<file path="src/rtl/core/wfpa_pkg.sv">
`timescale 1ns / 1ps
`default_nettype none

package wfpa_pkg;

  // Table geometry
  localparam int PARTITIONS = 16;
  localparam int SIZE_BITS  = 16;
  localparam int IDX_W      = (PARTITIONS > 1) ? $clog2(PARTITIONS) : 1;

  // Operation codes carried by an input beat
  typedef enum logic {
    OP_LOAD    = 1'b0,
    OP_REQUEST = 1'b1
  } wfpa_op_t;

  // Input beat
  typedef struct packed {
    wfpa_op_t    operation;
    logic [3:0]  partition_index;
    logic [15:0] size;
  } wfpa_in_t;

  // Result beat
  typedef struct packed {
    logic       granted;
    logic [3:0] granted_index;
  } wfpa_out_t;

  // Search token walking down the cell row
  typedef struct packed {
    logic                 valid;
    logic                 found;
    logic [SIZE_BITS-1:0] best_size;
    logic [IDX_W-1:0]     best_idx;
    logic [SIZE_BITS-1:0] req_size;
  } wfpa_tok_t;

  // Table update broadcast to every cell
  typedef struct packed {
    logic                 wr_en;
    logic                 clr_en;
    logic [IDX_W-1:0]     sel_idx;
    logic [SIZE_BITS-1:0] wr_size;
  } wfpa_ctl_t;

  // Fit an input size field to the stored size width
  function automatic logic [SIZE_BITS-1:0] fit_size(input logic [15:0] sz);
    return SIZE_BITS'(sz);
  endfunction

endpackage

`default_nettype wire

</file>
<file path="src/rtl/core/wfpa_cell.sv">
`timescale 1ns / 1ps
`default_nettype none

module wfpa_cell (
  input  wire logic                     clk,
  input  wire logic                     rst_n,
  input  wire logic [wfpa_pkg::IDX_W-1:0] cell_idx,
  input  wire wfpa_pkg::wfpa_ctl_t      ctl,
  input  wire wfpa_pkg::wfpa_tok_t      tok_in,
  output wfpa_pkg::wfpa_tok_t           tok_out
);

  logic [wfpa_pkg::SIZE_BITS-1:0] size_r;
  logic                           free_r;
  logic                           free_nxt;
  wfpa_pkg::wfpa_tok_t            tok_r;
  wfpa_pkg::wfpa_tok_t            tok_nxt;
  logic                           hit;
  logic                           fits;
  logic                           take;

  assign hit = (ctl.sel_idx == cell_idx);

  // Update the free mark: load sets it, grant drops it
  always_comb begin
    free_nxt = free_r;
    if (ctl.wr_en && hit) begin
      free_nxt = 1'b1;
    end else if (ctl.clr_en && hit) begin
      free_nxt = 1'b0;
    end
  end

  // Compare this entry against the passing token; strict greater keeps the lower index
  assign fits = free_r && (size_r >= tok_in.req_size);
  assign take = fits && (!tok_in.found || (size_r > tok_in.best_size));

  always_comb begin
    tok_nxt = tok_in;
    if (take) begin
      tok_nxt.found     = 1'b1;
      tok_nxt.best_size = size_r;
      tok_nxt.best_idx  = cell_idx;
    end
  end

  always_ff @(posedge clk) begin
    if (!rst_n) begin
      free_r      <= 1'b0;
      tok_r.valid <= 1'b0;
    end else begin
      free_r      <= free_nxt;
      tok_r.valid <= tok_nxt.valid;
    end
    // Hold size and token payload without reset
    if (ctl.wr_en && hit) begin
      size_r <= ctl.wr_size;
    end
    tok_r.found     <= tok_nxt.found;
    tok_r.best_size <= tok_nxt.best_size;
    tok_r.best_idx  <= tok_nxt.best_idx;
    tok_r.req_size  <= tok_nxt.req_size;
  end

  assign tok_out = tok_r;

endmodule

`default_nettype wire

</file>
<file path="src/rtl/core/worst_fit_partition_allocator.sv">
`timescale 1ns / 1ps
`default_nettype none

// Load beat: result strobes in the cycle after acceptance; busy stays low, so loads go 1 per cycle.
// Request beat: a search token walks the row of PARTITIONS cells, one cell per cycle,
// then the grant cycle marks the entry used and registers the result; the result strobes
// in the same cycle that busy falls and the next beat can be taken, so requests do not overlap.
// The receiver cannot stall; results are one-cycle strobes.
// Synchronous active-low reset marks every partition used (none available).
module worst_fit_partition_allocator (
  input  wire logic              clk,
  input  wire logic              rst_n,
  input  wire logic              start,
  output logic                   busy,
  input  wire wfpa_pkg::wfpa_in_t in_data,
  output logic                   out_valid,
  output wfpa_pkg::wfpa_out_t    out_data
);

  wfpa_pkg::wfpa_tok_t tok [wfpa_pkg::PARTITIONS+1];
  wfpa_pkg::wfpa_tok_t head;
  wfpa_pkg::wfpa_ctl_t ctl;
  wfpa_pkg::wfpa_tok_t tail;
  wfpa_pkg::wfpa_out_t out_data_r;
  wfpa_pkg::wfpa_out_t out_data_nxt;
  logic                busy_r;
  logic                busy_nxt;
  logic                out_valid_r;
  logic                out_valid_nxt;
  logic                accept;
  logic                is_load;
  logic                in_range;

  assign accept   = start && !busy_r;
  assign is_load  = (in_data.operation == wfpa_pkg::OP_LOAD);
  assign in_range = (32'(in_data.partition_index) < wfpa_pkg::PARTITIONS);
  assign tail     = tok[wfpa_pkg::PARTITIONS];

  // Launch a search token for an accepted request
  always_comb begin
    head.valid     = accept && !is_load;
    head.found     = 1'b0;
    head.best_size = '0;
    head.best_idx  = '0;
    head.req_size  = wfpa_pkg::fit_size(in_data.size);
  end

  assign tok[0] = head;

  // Broadcast table updates: load write or grant clear (never in the same cycle)
  always_comb begin
    ctl.wr_en   = accept && is_load && in_range;
    ctl.clr_en  = tail.valid && tail.found;
    ctl.wr_size = wfpa_pkg::fit_size(in_data.size);
    if (tail.valid) begin
      ctl.sel_idx = tail.best_idx;
    end else begin
      ctl.sel_idx = wfpa_pkg::IDX_W'(in_data.partition_index);
    end
  end

  // Row of cells
  for (genvar i = 0; i < wfpa_pkg::PARTITIONS; i++) begin : g_cell
    wfpa_cell u_cell (
      .clk      (clk),
      .rst_n    (rst_n),
      .cell_idx (wfpa_pkg::IDX_W'(i)),
      .ctl      (ctl),
      .tok_in   (tok[i]),
      .tok_out  (tok[i+1])
    );
  end

  // Form the result beat and track busy
  always_comb begin
    busy_nxt      = busy_r;
    out_valid_nxt = 1'b0;
    out_data_nxt  = '0;
    if (tail.valid) begin
      busy_nxt                   = 1'b0;
      out_valid_nxt              = 1'b1;
      out_data_nxt.granted       = tail.found;
      out_data_nxt.granted_index = tail.found ? 4'(tail.best_idx) : 4'd0;
    end else if (accept) begin
      if (is_load) begin
        out_valid_nxt        = 1'b1;
        out_data_nxt.granted = 1'b1;
      end else begin
        busy_nxt = 1'b1;
      end
    end
  end

  always_ff @(posedge clk) begin
    if (!rst_n) begin
      busy_r      <= 1'b0;
      out_valid_r <= 1'b0;
    end else begin
      busy_r      <= busy_nxt;
      out_valid_r <= out_valid_nxt;
    end
  end

  always_ff @(posedge clk) begin
    out_data_r <= out_data_nxt;
  end

  assign busy      = busy_r;
  assign out_valid = out_valid_r;
  assign out_data  = out_data_r;

endmodule

`default_nettype wire

</file>
<file path="config.mk">
export PLATFORM = sky130hd
export DESIGN_NAME = worst_fit_partition_allocator
export DESIGN_NICKNAME = d
export VERILOG_FILES = /design/src/rtl/core/wfpa_pkg.sv /design/src/rtl/core/wfpa_cell.sv /design/src/rtl/core/worst_fit_partition_allocator.sv
export SDC_FILE = /design/constraint.sdc
export NUM_CORES = 1
export LEC_CHECK = 0
export ABC_CLOCK_PERIOD_IN_PS = 7000
export BUFFER_PORTS_ARGS = -buffer_cell sky130_fd_sc_hd__clkbuf_2
export CORE_ASPECT_RATIO = 0.9
export CORE_MARGIN = 5
export CORE_UTILIZATION = 55
export DETAILED_ROUTE_END_ITERATION = 16
export MAX_ROUTING_LAYER = met4
export PLACE_DENSITY = 0.71
export RECOVER_POWER = 100
export SLEW_MARGIN = 20
export SYNTH_ARGS = -nofsm -noshare
export SYNTH_HDL_FRONTEND = slang
export SYNTH_SLANG_ARGS = --single-unit
export TNS_END_PERCENT = 30
</file>
<file path="constraint.sdc">
create_clock -name clk -period 7 [get_ports clk]
set_input_delay 1.05 -clock clk [delete_from_list [all_inputs] [get_ports clk]]
set_output_delay 1.05 -clock clk [all_outputs]
set_load 0.005 [all_outputs]
</file>
Word level (Yosys, flattened, before mapping)
Index checks and enable logic that the tools add are counted.
{ "classes": {"muxes": 52, "reduce_logical": 118, "bitwise_logic": 2, "n_eq_ne": 15, "n_lt_le_gt_ge": 31} }
{ "ops": {"columns": ["cell", "n"], "rows": [
  ["2-to-1 mux 20 bit", 14],
  ["greater-or-equal comparator 16 bit", 16],
  ["greater-than comparator 16 bit", 15],
  ["logical AND 1 bit", 67],
  ["2-to-1 mux 1 bit", 36],
  ["== test 4 bit, second input constant", 8],
  ["nonzero test 2 bit", 16],
  ["2-to-1 mux 21 bit", 1],
  ["== test 4 x 3 -> 1 bit, second input constant", 4],
  ["logical NOT 1 bit", 16],
  ["logical OR 1 bit", 15],
  ["== test 4 x 2 -> 1 bit, second input constant", 2],
  ["== test 4 x 1 -> 1 bit, second input constant", 1],
  ["logical NOT 4 bit", 1],
  ["2-to-1 mux 4 bit", 1],
  ["AND reduction 2 bit", 2],
  ["NOT 1 bit", 2],
  ["OR reduction 2 bit", 1]
]} }
{ "word_totals": {"register_bits": 855, "in_bits": 24, "word_cells": 332, "output_inout_bits": 7} }

Depth between registers and ports, before layout
Gate-level depths: netlist (run 1).
{ "logic_depth": {"ltp_word": 5, "depth_mapped": 10, "depth_no_buf": 9} }

Modules after synthesis
Synthesis (run 1) repeated with hierarchy kept, for this count alone.
{ "hier_totals": {"hier_cells": 3257, "hier_area_um2": 40009.6} }
{ "modules_own_cells": {"columns": ["module", "cells_each", "n_inst", "area_per_inst_um2", "seq_area_each_um2"], "rows": [
  ["wfpa_cell", 202, 16, 2481.1, 1261.2],
  ["worst_fit_partition_allocator", 25, 1, 311.5, 140.1]
]} }

Least setup slack after synthesis (run 1)
Ideal clock, no wire load.
{ "synth_path": {"path_type": "input port to flip-flop", "startpoint": "input port in_data[0] in the netlist's numbering", "endpoint": "register g_cell[0].u_cell.tok_r (netlist bit g_cell[0].u_cell.tok_out[26])", "required_time_ps": 6941, "cell_stages": 9, "path_buffers": 1, "t_arrival_ps": 2827, "setup_time_ps": 59, "slack_ps": 4114, "path_cell_list": "ha_1 > nand2b_1 > a21oi_1 > o21ai_0 > a31o_2 > a31oi_1 > o41ai_1 > clkbuf_1 > and2_1"} }
{ "synth_via": {"elab_chain_cells": 2} }
{ "synth_rtl": {"columns": ["element", "line", "text"], "rows": [
  ["start, declared", "worst_fit_partition_allocator.sv:15", "input wire wfpa_pkg::wfpa_in_t in_data,"],
  ["greater-or-equal comparator 16 bit", "wfpa_cell.sv:35", "assign fits = free_r && (size_r >= tok_in.req_size);"],
  ["logical AND 1 bit", "wfpa_cell.sv:35", null],
  ["named net g_cell[0].u_cell.fits", "wfpa_cell.sv:19", "logic fits;"],
  ["end, declared", "wfpa_cell.sv:16", "wfpa_pkg::wfpa_tok_t tok_r;"]
]} }
The timed path passes the listed nets, and every way through them passes these cells.
A chain may end at the register's enable or synchronous reset.

Final worst setup path (run 1)
{ "layout_path": {"startpoint": "input port in_data[4] in the netlist's numbering", "endpoint": "register g_cell[0].u_cell.tok_r (netlist bit g_cell[0].u_cell.tok_out[30])"} }
{ "layout_via": {"elab_chain_cells": 2} }
{ "layout_rtl": {"columns": ["element", "line"], "rows": [
  ["greater-or-equal comparator 16 bit", "wfpa_cell.sv:35"],
  ["logical AND 1 bit", "wfpa_cell.sv:35"]
]} }
No other way between the ends.

==> results.md, run 1 <==
* Layout area overhead at 10.6%
* GRT Total Usage at 0.243
* Count of yosys warnings during synthesis at 0
* Library cells used by synthesis at 58
* Slew Limit Fails at 307
* Nets at 3,652
* Avg Inst Size Synth at 11.8 um^2
* Synth top area cells: dfxtp_1 33%, edfxtp_1 22%, ha_1 17%, mux2_2 6.9%, inv_1 5.2%
* Placeable Area at 0.0642 mm^2
* Syn_nets at 3,540
* Failing checks: max-capacitance violations, max-slew violations
* Crit-path max FO at 18
* Clk_skew at 0.0181 ns
* Die area at 0.0700 mm^2
* Worst slew pin tran at 2.94 ns
* Vias per inst at 5.40
* Synth Instances at 3,020
* Place WS at 3.15 ns
* MaxCap Viol Count at 16
* Worst VDD drop at 216 uV
* First DRT Iteration DRCs at 1,511
* Synthesized area at 0.0356 mm^2
* Setup-failing EPs final at 0
* Cell row count at 88
* Die height at 252 um
* Period utilisation layout at 0.662
* Setup CP Type: input pin to register
* TritonCTS clock tree: built
* Via count at 21.9k
* Largest net degree at the start of global routing at 35
* Die Wd at 278 um
* Placed cell area at 0.0370 mm^2
* Worst-path clk slew at 0.06 ns
* Hold Vio Cnt, Final at 0
* Async S/R FF share, synth at 0
* PD cells at 255 mW/mm^2
* Standby leakage power at 16.9 nW
* I/O pins at 31
* Port bufs at 30
* EDFF count, synth at 256
* Critical Path Source Type: input pin
* Slew Limit Headroom at -0.974
* Pre-Repair DR Iteration Count at 6
* Util after Layout at 0.614
* Top cell type's share of synthesized area at 0.328
* Final Cell Area at 0.0394 mm^2
* Detail Route Antenna Nets at 0
* Final WS setup at 2.37 ns
* WL/cell at 20.5 um
* Initial antenna violation count at 4
* Most numerous cell in the Yosys netlist: dfxtp_1
* Post-synthesis register bit count at 840
* H-tree lvl count at 3
* Top post-synthesis cells by count: 584 x dfxtp_1, 498 x inv_1, 496 x ha_1, 256 x edfxtp_1, 217 x mux2_2
* Routability cong. at 0.963
* Clock sinks at 840
* Clk_lat worst skew at 0.62 ns
* Maximum clock insertion buffer count at 3
* Hpwl dp at 60,900 um
* TritonCTS buffer count at 81
* Main flop type after synthesis: dfxtp_1
* Unrepaired setup endpoints after global routing: false
* DRT Wirelength at 83,200 um
* Layout cells sized above 1 at 0.109
* Post_cts resized at 0
* Data required, critical path at 7.54 ns
* # hold bufs at CTS at 0
* Outcome: complete, but fails checks
* Seq/Total Area, Yosys at 0.544
* Hold/Removal Path Class: register to register
* TNS Setup at 0 ns
* Root Driver: clkbuf_16
* Worst hold slack at 0.349 ns
* Vias in the first global route at 22.9k
* Total grt overflow at 0
* Initial cell density of the core at 0.555
* Crit. End Element: register
* FMAX at 216 MHz
* Setup bufs post-CTS at 0
* Tmin final at 4.63 ns
* Cell taking the most area after synthesis: dfxtp_1
* CP Data Arrival Time at 5.17 ns
* Residual DRC at 0
* First-pass GRT wire length at 129,000 um
==> through the flow <==
| step | instances | total power [mW] |
|---|---|---|
| finish | 4053 | 10.1 |
| detailed placement | 3904 | 5.73 |
| CTS | 4052 | 10.1 |
| global route | 4052 | 10.4 |
| floorplan | 3020 | 5.53 |
| global placement | 3904 | 5.70 |
==> layer usage <==
layer	share of wire	vias up	global-route usage
met5	0	-	-
met4	0.031	0	0.0705
met3	0.046	190	0.0390
met2	0.48	451	0.405
met1	0.44	10500	0.310
li1	-	10700	-
==> worst max-delay path, stage by stage <==
cell and delay (ns):
clkbuf_2 0.07, clkbuf_1 1.23, inv_1 0.13, ha_1 0.37, a31o_2 0.15, a31oi_1 0.08
o41ai_1 1.75, and2_0 0.32
==> cell usage in the layout (no fill, tap or decap), types with 12 or more instances in the layout <==
| cell | n |
|---|---|
| clkbuf_16 | 84 |
| nor3_1 | 41 |
| nand3_1 | 20 |
| o21ai_0 | 118 |
| a211oi_1 | 26 |
| clkinv_1 | 12 |
| mux2_1 | 42 |
| dfxtp_1 | 584 |
| a2111oi_0 | 20 |
| nand2_1 | 89 |
| nor2_1 | 89 |
| o21a_1 | 56 |
| nor2b_1 | 53 |
| inv_1 | 498 |
| mux2_2 | 182 |
| o2111ai_1 | 12 |
| edfxtp_1 | 256 |
| nand2b_1 | 60 |
| clkbuf_1 | 65 |
| and4_1 | 15 |
| a21oi_1 | 111 |
| a21o_1 | 46 |
| and2_0 | 26 |
| ha_1 | 496 |
| nand4_1 | 53 |
| or2_2 | 22 |
==> state kept, by name (all words and copies together), names as in the netlist <==
signal and flops:
g_cell.u_cell.tok_out 561, g_cell.u_cell.size_r 256, g_cell.u_cell.free_r 16, out_data 5, busy 1, out_valid 1
==> final timing paths <==
path,depth (start not counted),to,slack (ns),start
setup / recovery,8,g_cell[0].u_cell.tok_out[30],2.37,in_data[4]
hold / removal,0,g_cell[12].u_cell.tok_out[2],0.35,g_cell[11].u_cell.tok_out[2]
setup reg to reg,10,g_cell[9].u_cell.tok_out[29],2.56,g_cell[9].u_cell.size_r[0]
hold reg to reg,0,g_cell[12].u_cell.tok_out[2],0.35,g_cell[11].u_cell.tok_out[2]
==> cell type report <==
type,instances,area (um^2)
timing repair buffer,57,228
inverter,498,1870
tap,855,1070
clock buffer,112,2290
multi-input combinational,1654,14200
clock inverter,36,420
sequential,840,19400
antenna,1,2.50
fill,5081,24700
==> report_power, final <==
part / switching, mW / internal [mW]
logic: 0.238 / 0.155
clock network: 1.82 / 2.62
registers: 0.0877 / 5.14
==> cells by family after synthesis <==
kind of cell,after synthesis,synth area share
simple gates,502,0.0769
mux,224,0.0715
compound gates,432,0.0776
flops,840,0.544
buf+inv,526,0.0563
fa+ha+maj,496,0.174
Power figures use the tool's default switching activity.
==> run 2, diff against run 1 <==
--- a/config.mk
+++ b/config.mk
@@ -5,7 +5,7 @@
 export SDC_FILE = /design/constraint.sdc
 export NUM_CORES = 1
 export LEC_CHECK = 0
-export ABC_CLOCK_PERIOD_IN_PS = 7000
+export ABC_CLOCK_PERIOD_IN_PS = 4700
 export BUFFER_PORTS_ARGS = -buffer_cell sky130_fd_sc_hd__clkbuf_2
 export CORE_ASPECT_RATIO = 0.9
 export CORE_MARGIN = 5
==> constraint.sdc (replaced) <==
create_clock -name clk -period 4.7 [get_ports clk]
set_input_delay 0.705 -clock clk [delete_from_list [all_inputs] [get_ports clk]]
set_output_delay 0.705 -clock clk [all_outputs]
set_load 0.005 [all_outputs]
==> results.md, run 2 (same netlist as run 1, synthesis figures left out) <==
* Outcome: complete, but fails checks (unchanged)
* Failing checks: max-capacitance violations, max-slew violations (unchanged)
* Largest register FFs at 561 (unchanged)
* DRT Wirelength at 82,100 um (was 83,200 um)
* Placeable Area at 0.0642 mm^2 (unchanged)
* Via count at 21.9k (about the same)
* Critical Path Source Type: register (was input pin)
* R2R setup slack at 0.99 ns (was 2.56 ns)
* Initial cell density of the core at 0.555 (unchanged)
* Worst r2r src: g_cell[1].u_cell.size_r[0] (was g_cell[9].u_cell.size_r[0])
* Final Cell Area at 0.0399 mm^2 (was 0.0394 mm^2)
* Standby leakage power at 17.1 nW (was 16.9 nW)
* TritonCTS buffer count at 83 (was 81)
* Worst Hold End: g_cell[14].u_cell.tok_out[2] (was g_cell[12].u_cell.tok_out[2])
* TNS Setup at 0 ns (unchanged)
* Crit. End Element: register (unchanged)
* R2R cell count at 10 (unchanged)
* H-tree lvl count at 3 (unchanged)
* Worst slew pin tran at 1.95 ns (was 2.94 ns)
* Setup bufs post-CTS at 0 (unchanged)
* Power Total at 15.6 mW (was 10.1 mW)
* FMAX at 269 MHz
* Largest net degree at the start of global routing at 35 (unchanged)
* Root Driver: clkbuf_16 (unchanged)
* Slew Limit Headroom at -0.302 (was -0.974)
* Reg2reg end: g_cell[1].u_cell.tok_out[34] (was g_cell[9].u_cell.tok_out[29])
* Maximum clock insertion buffer count at 3 (unchanged)
* Tmin final at 3.71 ns
* Crit-path max FO at 9 (was 18)
* Slew Limit Fails at 300 (was 307)
* Vias per inst at 5.39 (was 5.40)
* Post_cts resized at 0 (unchanged)
* Clk_skew at 0.0267 ns (was 0.0181 ns)
* Worst VDD drop at 297 uV (was 216 uV)
* WHS Path Cells at 0 (unchanged)
* Clock sinks at 840 (unchanged)
* Hold/Removal Path Class: register to register (unchanged)
* # hold bufs at CTS at 0 (unchanged)
* Data required, critical path at 5.22 ns (was 7.54 ns)
* Residual DRC at 0 (unchanged)
* Critical path's slowest cell: nor3_1 (was o41ai_1)
* First DRT Iteration DRCs at 1,237 (was 1,511)
* Layout cells sized above 1 at 0.123 (was 0.109)
* Total grt overflow at 0 (unchanged)
* Total stage count of the critical path at 10 (was 8)
* GRT Total Usage at 0.240 (was 0.243)
* Commonest non-fill, non-tap cell in the layout: dfxtp_1 (unchanged)
* Worst-path clk slew at 0.07 ns (was 0.06 ns)
* Crit-path max cell delay at 1.01 ns (was 1.75 ns)
* Util after Layout at 0.621 (was 0.614)
* Period utilisation layout at 0.790
* Port bufs at 30 (unchanged)
* Initial antenna violation count at 5 (was 4)
* Routability cong. at 0.923 (was 0.963)
* Critical Path, Cell by Cell: inv_1 > ha_1 > nand2b_1 > a2111oi_0 > nor4_1 > o21ai_0 > a31o_2 > nor3_1 > clkbuf_1 > mux2_2 (was clkbuf_2 > clkbuf_1 > inv_1 > ha_1 > a31o_2 > a31oi_1 > o41ai_1 > and2_0)
* Hpwl dp at 61,200 um (was 60,900 um)
* Nets at 3,657 (was 3,652)
* Placed cell area at 0.0370 mm^2 (about the same)
* Hold Vio Cnt, Final at 0 (unchanged)
* CP Data Arrival Time at 4.23 ns (was 5.17 ns)
* Kind of cell adding the most delay to the critical path: simple AND/OR/NAND/NOR gates (was compound AO/OA/AOI/OAI gates)
* Most frequent cells in the layout: 584 x dfxtp_1, 498 x inv_1, 496 x ha_1, 256 x edfxtp_1, 192 x mux2_2 (was 584 x dfxtp_1, 498 x inv_1, 496 x ha_1, 256 x edfxtp_1, 182 x mux2_2)
* Die height at 252 um (unchanged)
* MaxCap Viol Count at 16 (unchanged)
* First-pass GRT wire length at 127,000 um (was 129,000 um)
* CP Buf/Inv Count at 2 (was 3)
* Clk_lat worst skew at 0.64 ns (was 0.62 ns)
* Setup CP Type: register to register (was input pin to register)
* Die Wd at 278 um (unchanged)
* Min-delay src: g_cell[13].u_cell.tok_out[2] (was g_cell[11].u_cell.tok_out[2])
* Pre-Repair DR Iteration Count at 5 (was 6)
* Die area at 0.0700 mm^2 (unchanged)
* Cell row count at 88 (unchanged)
* PD cells at 392 mW/mm^2 (was 255 mW/mm^2)
* WL/cell at 20.2 um (was 20.5 um)
* Setup-failing EPs final at 0 (unchanged)
* Unrepaired setup endpoints after global routing: false (unchanged)
* TritonCTS clock tree: built (unchanged)
* Detail Route Antenna Nets at 0 (unchanged)
* Vias in the first global route at 22.5k (was 22.9k)
* I/O pins at 31 (unchanged)
* Layout area overhead at 11.8% (was 10.6%)
run 2: layout make-up:
cell class                      instances  area, um^2
Fill cell                            5003       24300
Sequential cell                       840       19400
Multi-Input combinational cell       1654       14200
Clock buffer                          112        2420
Inverter                              498        1870
Tap cell                              855        1070
Clock inverter                         44         653
Timing Repair Buffer                   60         241
Antenna cell                            4        10.0
run 2: per-layer routing:
layer	vias up	track usage	share of wire
met5	-	-	0
met4	0	0.0643	0.027
met3	151	0.0437	0.049
met2	452	0.395	0.48
met1	10600	0.310	0.45
li1	10700	-	-
run 2: how the worst max path moves through the flow:
stage | start | to | slack, ns
floorplan | g_cell[6].u_cell.size_r[13] | g_cell[6].u_cell.tok_out[28] | 2.10
global placement | in_data[0] | g_cell[0].u_cell.tok_out[21] | 1.38
detailed placement | in_data[3] | g_cell[0].u_cell.tok_out[35] | 1.30
CTS | g_cell[1].u_cell.size_r[0] | g_cell[1].u_cell.tok_out[34] | 1.54
global route | g_cell[3].u_cell.size_r[0] | g_cell[3].u_cell.tok_out[32] | 0.69
finish | g_cell[1].u_cell.size_r[0] | g_cell[1].u_cell.tok_out[34] | 0.99
run 2: power by group:
part	switching (mW)	leakage, nW	total, mW	internal, mW
combinational	0.359	8.48	0.589	0.230
sequential	0.127	7.11	7.78	7.66
clock	2.81	1.50	7.28	4.47
total	3.30	17.1	15.6	12.4
run 2: stage by stage:
step / setup slack, ns / hold slack, ns / instances
floorplan: 2.10 / 0.331 / 3020
global placement: 1.38 / 0.337 / 3906
detailed placement: 1.30 / 0.339 / 3907
CTS: 1.54 / 0.344 / 4063
global route: 0.692 / 0.358 / 4067
finish: 0.985 / 0.347 / 4067
==> run 3, diff against run 2 <==
--- a/config.mk
+++ b/config.mk
@@ -5,14 +5,15 @@
 export SDC_FILE = /design/constraint.sdc
 export NUM_CORES = 1
 export LEC_CHECK = 0
-export ABC_CLOCK_PERIOD_IN_PS = 4700
+export ABC_AREA = 1
+export ABC_CLOCK_PERIOD_IN_PS = 3000
 export BUFFER_PORTS_ARGS = -buffer_cell sky130_fd_sc_hd__clkbuf_2
 export CORE_ASPECT_RATIO = 0.9
 export CORE_MARGIN = 5
 export CORE_UTILIZATION = 55
 export DETAILED_ROUTE_END_ITERATION = 16
 export MAX_ROUTING_LAYER = met4
-export PLACE_DENSITY = 0.71
+export PLACE_DENSITY = 0.74
 export RECOVER_POWER = 100
 export SLEW_MARGIN = 20
 export SYNTH_ARGS = -nofsm -noshare
==> constraint.sdc (replaced) <==
create_clock -name clk -period 3 [get_ports clk]
set_input_delay 0.45 -clock clk [delete_from_list [all_inputs] [get_ports clk]]
set_output_delay 0.45 -clock clk [all_outputs]
set_load 0.005 [all_outputs]
==> results.md, run 3 <==
* Layout area overhead at 10.1% (was 11.8%)
* Min-delay src: in_data[20] (was g_cell[13].u_cell.tok_out[2])
* Crit-path max FO at 18 (was 9)
* Largest register FFs at 561 (unchanged)
* Maximum clock insertion buffer count at 3 (unchanged)
* Placed cell area at 0.0385 mm^2 (was 0.0370 mm^2)
* Avg Inst Size Synth at 9.32 um^2 (was 11.8 um^2)
* Placed cell count at 4,897 (was 3,907)
* Post-synthesis register bit count at 840 (unchanged)
* Top post-synthesis cells by count: 961 x nand2_1, 694 x inv_1, 584 x dfxtp_1, 496 x ha_1, 303 x nand3_1 (was 584 x dfxtp_1, 498 x inv_1, 496 x ha_1, 256 x edfxtp_1, 217 x mux2_2)
* Syn_nets at 4,525 (was 3,540)
* Outcome: complete, but fails checks (unchanged)
* Clk_skew at 0.0331 ns (was 0.0267 ns)
* Cell taking the most area after synthesis: dfxtp_1 (unchanged)
* Layout cells sized above 1 at 0.0536 (was 0.123)
* Most numerous cell in the Yosys netlist: nand2_1 (was dfxtp_1)
* Clock power frac at 0.443 (was 0.465)
* Root Driver: clkbuf_16 (unchanged)
* I/O pins at 31 (unchanged)
* DRT Wirelength at 87,200 um (was 82,100 um)
* R2R cell count at 10 (unchanged)
* Library cells used by synthesis at 34 (was 58)
* WL/cell at 17.3 um (was 20.2 um)
* Async S/R FF share, synth at 0 (unchanged)
* Setup-failing EPs final at 0 (unchanged)
* # hold bufs at CTS at 0 (unchanged)
* Storage cell area at 0.0194 mm^2 (unchanged)
* Period utilisation layout at 0.883 (was 0.790)
* Met1 usage at 0.319 (was 0.310)
* Seq/Total Area, Yosys at 0.519 (was 0.544)
* Clock sinks at 840 (unchanged)
* Reg2reg end: g_cell[3].u_cell.tok_out[30] (was g_cell[1].u_cell.tok_out[34])
* Failing checks: max-capacitance violations, max-slew violations (unchanged)
* Fill count at 5,489 (was 5,003)
* Critical Path Source Type: register (unchanged)
* Detail Route Antenna Nets at 0 (unchanged)
* Crit. End Element: register (unchanged)
* Place WS at 0.575 ns (was 1.30 ns)
* Tmin final at 2.65 ns (was 3.71 ns)
* Count of yosys warnings during synthesis at 0 (unchanged)
* Gate power share at 0.044 (was 0.038)
* Main flop type after synthesis: dfxtp_1 (unchanged)
* Total grt overflow at 0 (unchanged)
* Most frequent cells in the layout: 972 x nand2_1, 694 x inv_1, 584 x dfxtp_1, 496 x ha_1, 303 x nand3_1 (was 584 x dfxtp_1, 498 x inv_1, 496 x ha_1, 256 x edfxtp_1, 192 x mux2_2)
* Port bufs at 30 (unchanged)
* Final WS setup at 0.351 ns (was 0.985 ns)
* CP Buf/Inv Count at 1 (was 2)
* Die area at 0.0732 mm^2 (was 0.0700 mm^2)
* Setup CP Type: register to register (unchanged)
* TNS Setup at 0 ns (unchanged)
* Worst-path clk slew at 0.06 ns (was 0.07 ns)
* Crit-path max cell delay at 0.73 ns (was 1.01 ns)
* PD cells at 580 mW/mm^2 (was 392 mW/mm^2)
* Sw power at 5.27 mW (was 3.30 mW)
* Critical Path, Cell by Cell: ha_1 > nand4_1 > nor2_1 > nand2_1 > clkinv_1 > nand2_1 > a21boi_1 > nand2_4 > nand2_1 > nand2_1 (was inv_1 > ha_1 > nand2b_1 > a2111oi_0 > nor4_1 > o21ai_0 > a31o_2 > nor3_1 > clkbuf_1 > mux2_2)
* Sw Ratio at 0.221 (was 0.211)
* Die height at 257 um (was 252 um)
* Multi-input gate area at 0.0148 mm^2 (was 0.0142 mm^2)
* Critical path's slowest cell: a21boi_1 (was nor3_1)
* Worst r2r src: g_cell[3].u_cell.size_r[13] (was g_cell[1].u_cell.size_r[0])
* Hold/Removal Path Class: input pin to register (was register to register)
* First-pass GRT wire length at 137,000 um (was 127,000 um)
* Largest net degree at the start of global routing at 21 (was 35)
* Die Wd at 285 um (was 278 um)
* Fin cells at 5,053 (was 4,067)
* First DRT Iteration DRCs at 1,955 (was 1,237)
* Nets at 4,628 (was 3,657)
* Clk_lat worst skew at 0.64 ns (about the same)
* Worst slew pin tran at 1.76 ns (was 1.95 ns)
* Post_cts resized at 0 (unchanged)
* R2R setup slack at 0.35 ns (was 0.99 ns)
* Slew Limit Headroom at -0.171 (was -0.302)
* TritonCTS clock tree: built (unchanged)
* Pre-Repair DR Iteration Count at 6 (was 5)
* H-tree lvl count at 3 (unchanged)
* Hpwl dp at 64,200 um (was 61,200 um)
* CP Data Arrival Time at 3.17 ns (was 4.23 ns)
* Initial antenna violation count at 3 (was 5)
* Synthesized area at 0.0373 mm^2 (was 0.0356 mm^2)
* Kind of cell adding the most delay to the critical path: simple AND/OR/NAND/NOR gates (unchanged)
* Routability cong. at 0.881 (was 0.923)
* Vias per inst at 5.18 (was 5.39)
* GRT Total Usage at 0.244 (was 0.240)
* Setup bufs post-CTS at 0 (unchanged)
* Final Cell Area at 0.0411 mm^2 (was 0.0399 mm^2)
* Cell row count at 90 (was 88)
* Most frequent CP cell: nand2_1
* GR Util met3 at 0.0359 (was 0.0437)
* Via count at 26.2k (was 21.9k)
* TritonCTS buffer count at 83 (unchanged)
* Initial cell density of the core at 0.556 (was 0.555)
* EDFF count, synth at 256 (unchanged)
* Placeable Area at 0.0671 mm^2 (was 0.0642 mm^2)
* Gr busiest metal: met2 (unchanged)
* Vias in the first global route at 25.1k (was 22.5k)
* Grt met2 use at 0.395 (about the same)
* FMAX at 377 MHz (was 269 MHz)
* MaxCap Viol Count at 12 (was 16)
* Top cell type's share of synthesized area at 0.313 (was 0.328)
* Worst Hold End: out_data[4] (was g_cell[14].u_cell.tok_out[2])
* Slew Limit Fails at 217 (was 300)
* Worst VDD drop at 509 uV (was 297 uV)
* Sequential share of power at 0.512 (was 0.497)
* Commonest non-fill, non-tap cell in the layout: nand2_1 (was dfxtp_1)
* Data required, critical path at 3.52 ns (was 5.22 ns)
* Standby leakage power at 19.3 nW (was 17.1 nW)
* Residual DRC at 0 (unchanged)
* Unrepaired setup endpoints after global routing: false (unchanged)
* Synth Instances at 4,005 (was 3,020)
* Cell-internal power at 18.5 mW (was 12.4 mW)
* Synth top area cells: dfxtp_1 31%, edfxtp_1 21%, ha_1 17%, nand2_1 9.7%, inv_1 7.0% (was dfxtp_1 33%, edfxtp_1 22%, ha_1 17%, mux2_2 6.9%, inv_1 5.2%)
* WHS Path Cells at 2 (was 0)
* Hold Vio Cnt, Final at 0 (unchanged)
run 3: layer usage:
metal | up-vias | wire length (um) | part of all wire
li1 | 13200 | - | -
met1 | 12200 | 38000 | 0.44
met2 | 670 | 41400 | 0.47
met3 | 163 | 4960 | 0.057
met4 | 0 | 2820 | 0.032
met5 | - | 0 | 0
run 3: area by class of cell:
class | count | area share
multi-input cells | 2398 | 0.360
inverters | 715 | 0.0653
flip-flops and latches | 840 | 0.472
clock inverters | 27 | 0.00700
clock buffers | 128 | 0.0612
repair buffers | 70 | 0.00795
well taps | 874 | 0.0266
diodes | 1 | 0.0000609
run 3: cell families after synthesis:
kind of cell / synth area share
AOI/OAI and AO/OA: 0.0580
buffers and inverters: 0.0822
adders and majority gates: 0.166
and+or+nand+nor: 0.174
DFF: 0.519
run 3: how the worst max path moves through the flow:
stage,cells past startpoint,start,slack (ns),endpoint
floorplan,5,start,1.14,g_cell[15].u_cell.size_r[0]
global placement,10,g_cell[11].u_cell.size_r[15],0.65,g_cell[11].u_cell.tok_out[27]
detailed placement,10,g_cell[11].u_cell.size_r[15],0.58,g_cell[11].u_cell.tok_out[33]
global route,10,g_cell[3].u_cell.size_r[13],0.21,g_cell[3].u_cell.tok_out[34]
CTS,10,g_cell[11].u_cell.size_r[15],0.55,g_cell[11].u_cell.tok_out[27]
finish,10,g_cell[3].u_cell.size_r[13],0.35,g_cell[3].u_cell.tok_out[30]
run 3: through the flow:
step / hold WS, ns / util / total power [mW]
6_report: 0.0495 / 0.612 / 23.8
3_5_place_dp: 0.339 / 0.573 / 13.5
2_1_floorplan: 0.331 / - / 13.0
4_1_cts: 0.0165 / 0.615 / 24.0
3_3_place_gp: 0.334 / 0.573 / 13.5
5_1_grt: 0.0394 / 0.612 / 24.7
run 3: worst register-to-register path, delay by kind of cell, from the launching register on:
| kind | cells | cell delay, ns |
|---|---|---|
| AOI/OAI and AO/OA | 1 | 0.73 |
| adders and majority gates | 1 | 0.34 |
| DFF | 1 | 0.47 |
| buffers and inverters | 1 | 0.04 |
| and+or+nand+nor | 7 | 0.96 |
run 3: power groups by stage:
stage	Combinational, mW	Clock [mW]	Sequential [mW]
finish	1.06	10.6	12.2
detailed placement	1.06	0	12.4
floorplan	0.696	0	12.3
global route	1.22	11.3	12.2
global placement	1.02	0	12.4
CTS	1.08	10.7	12.2
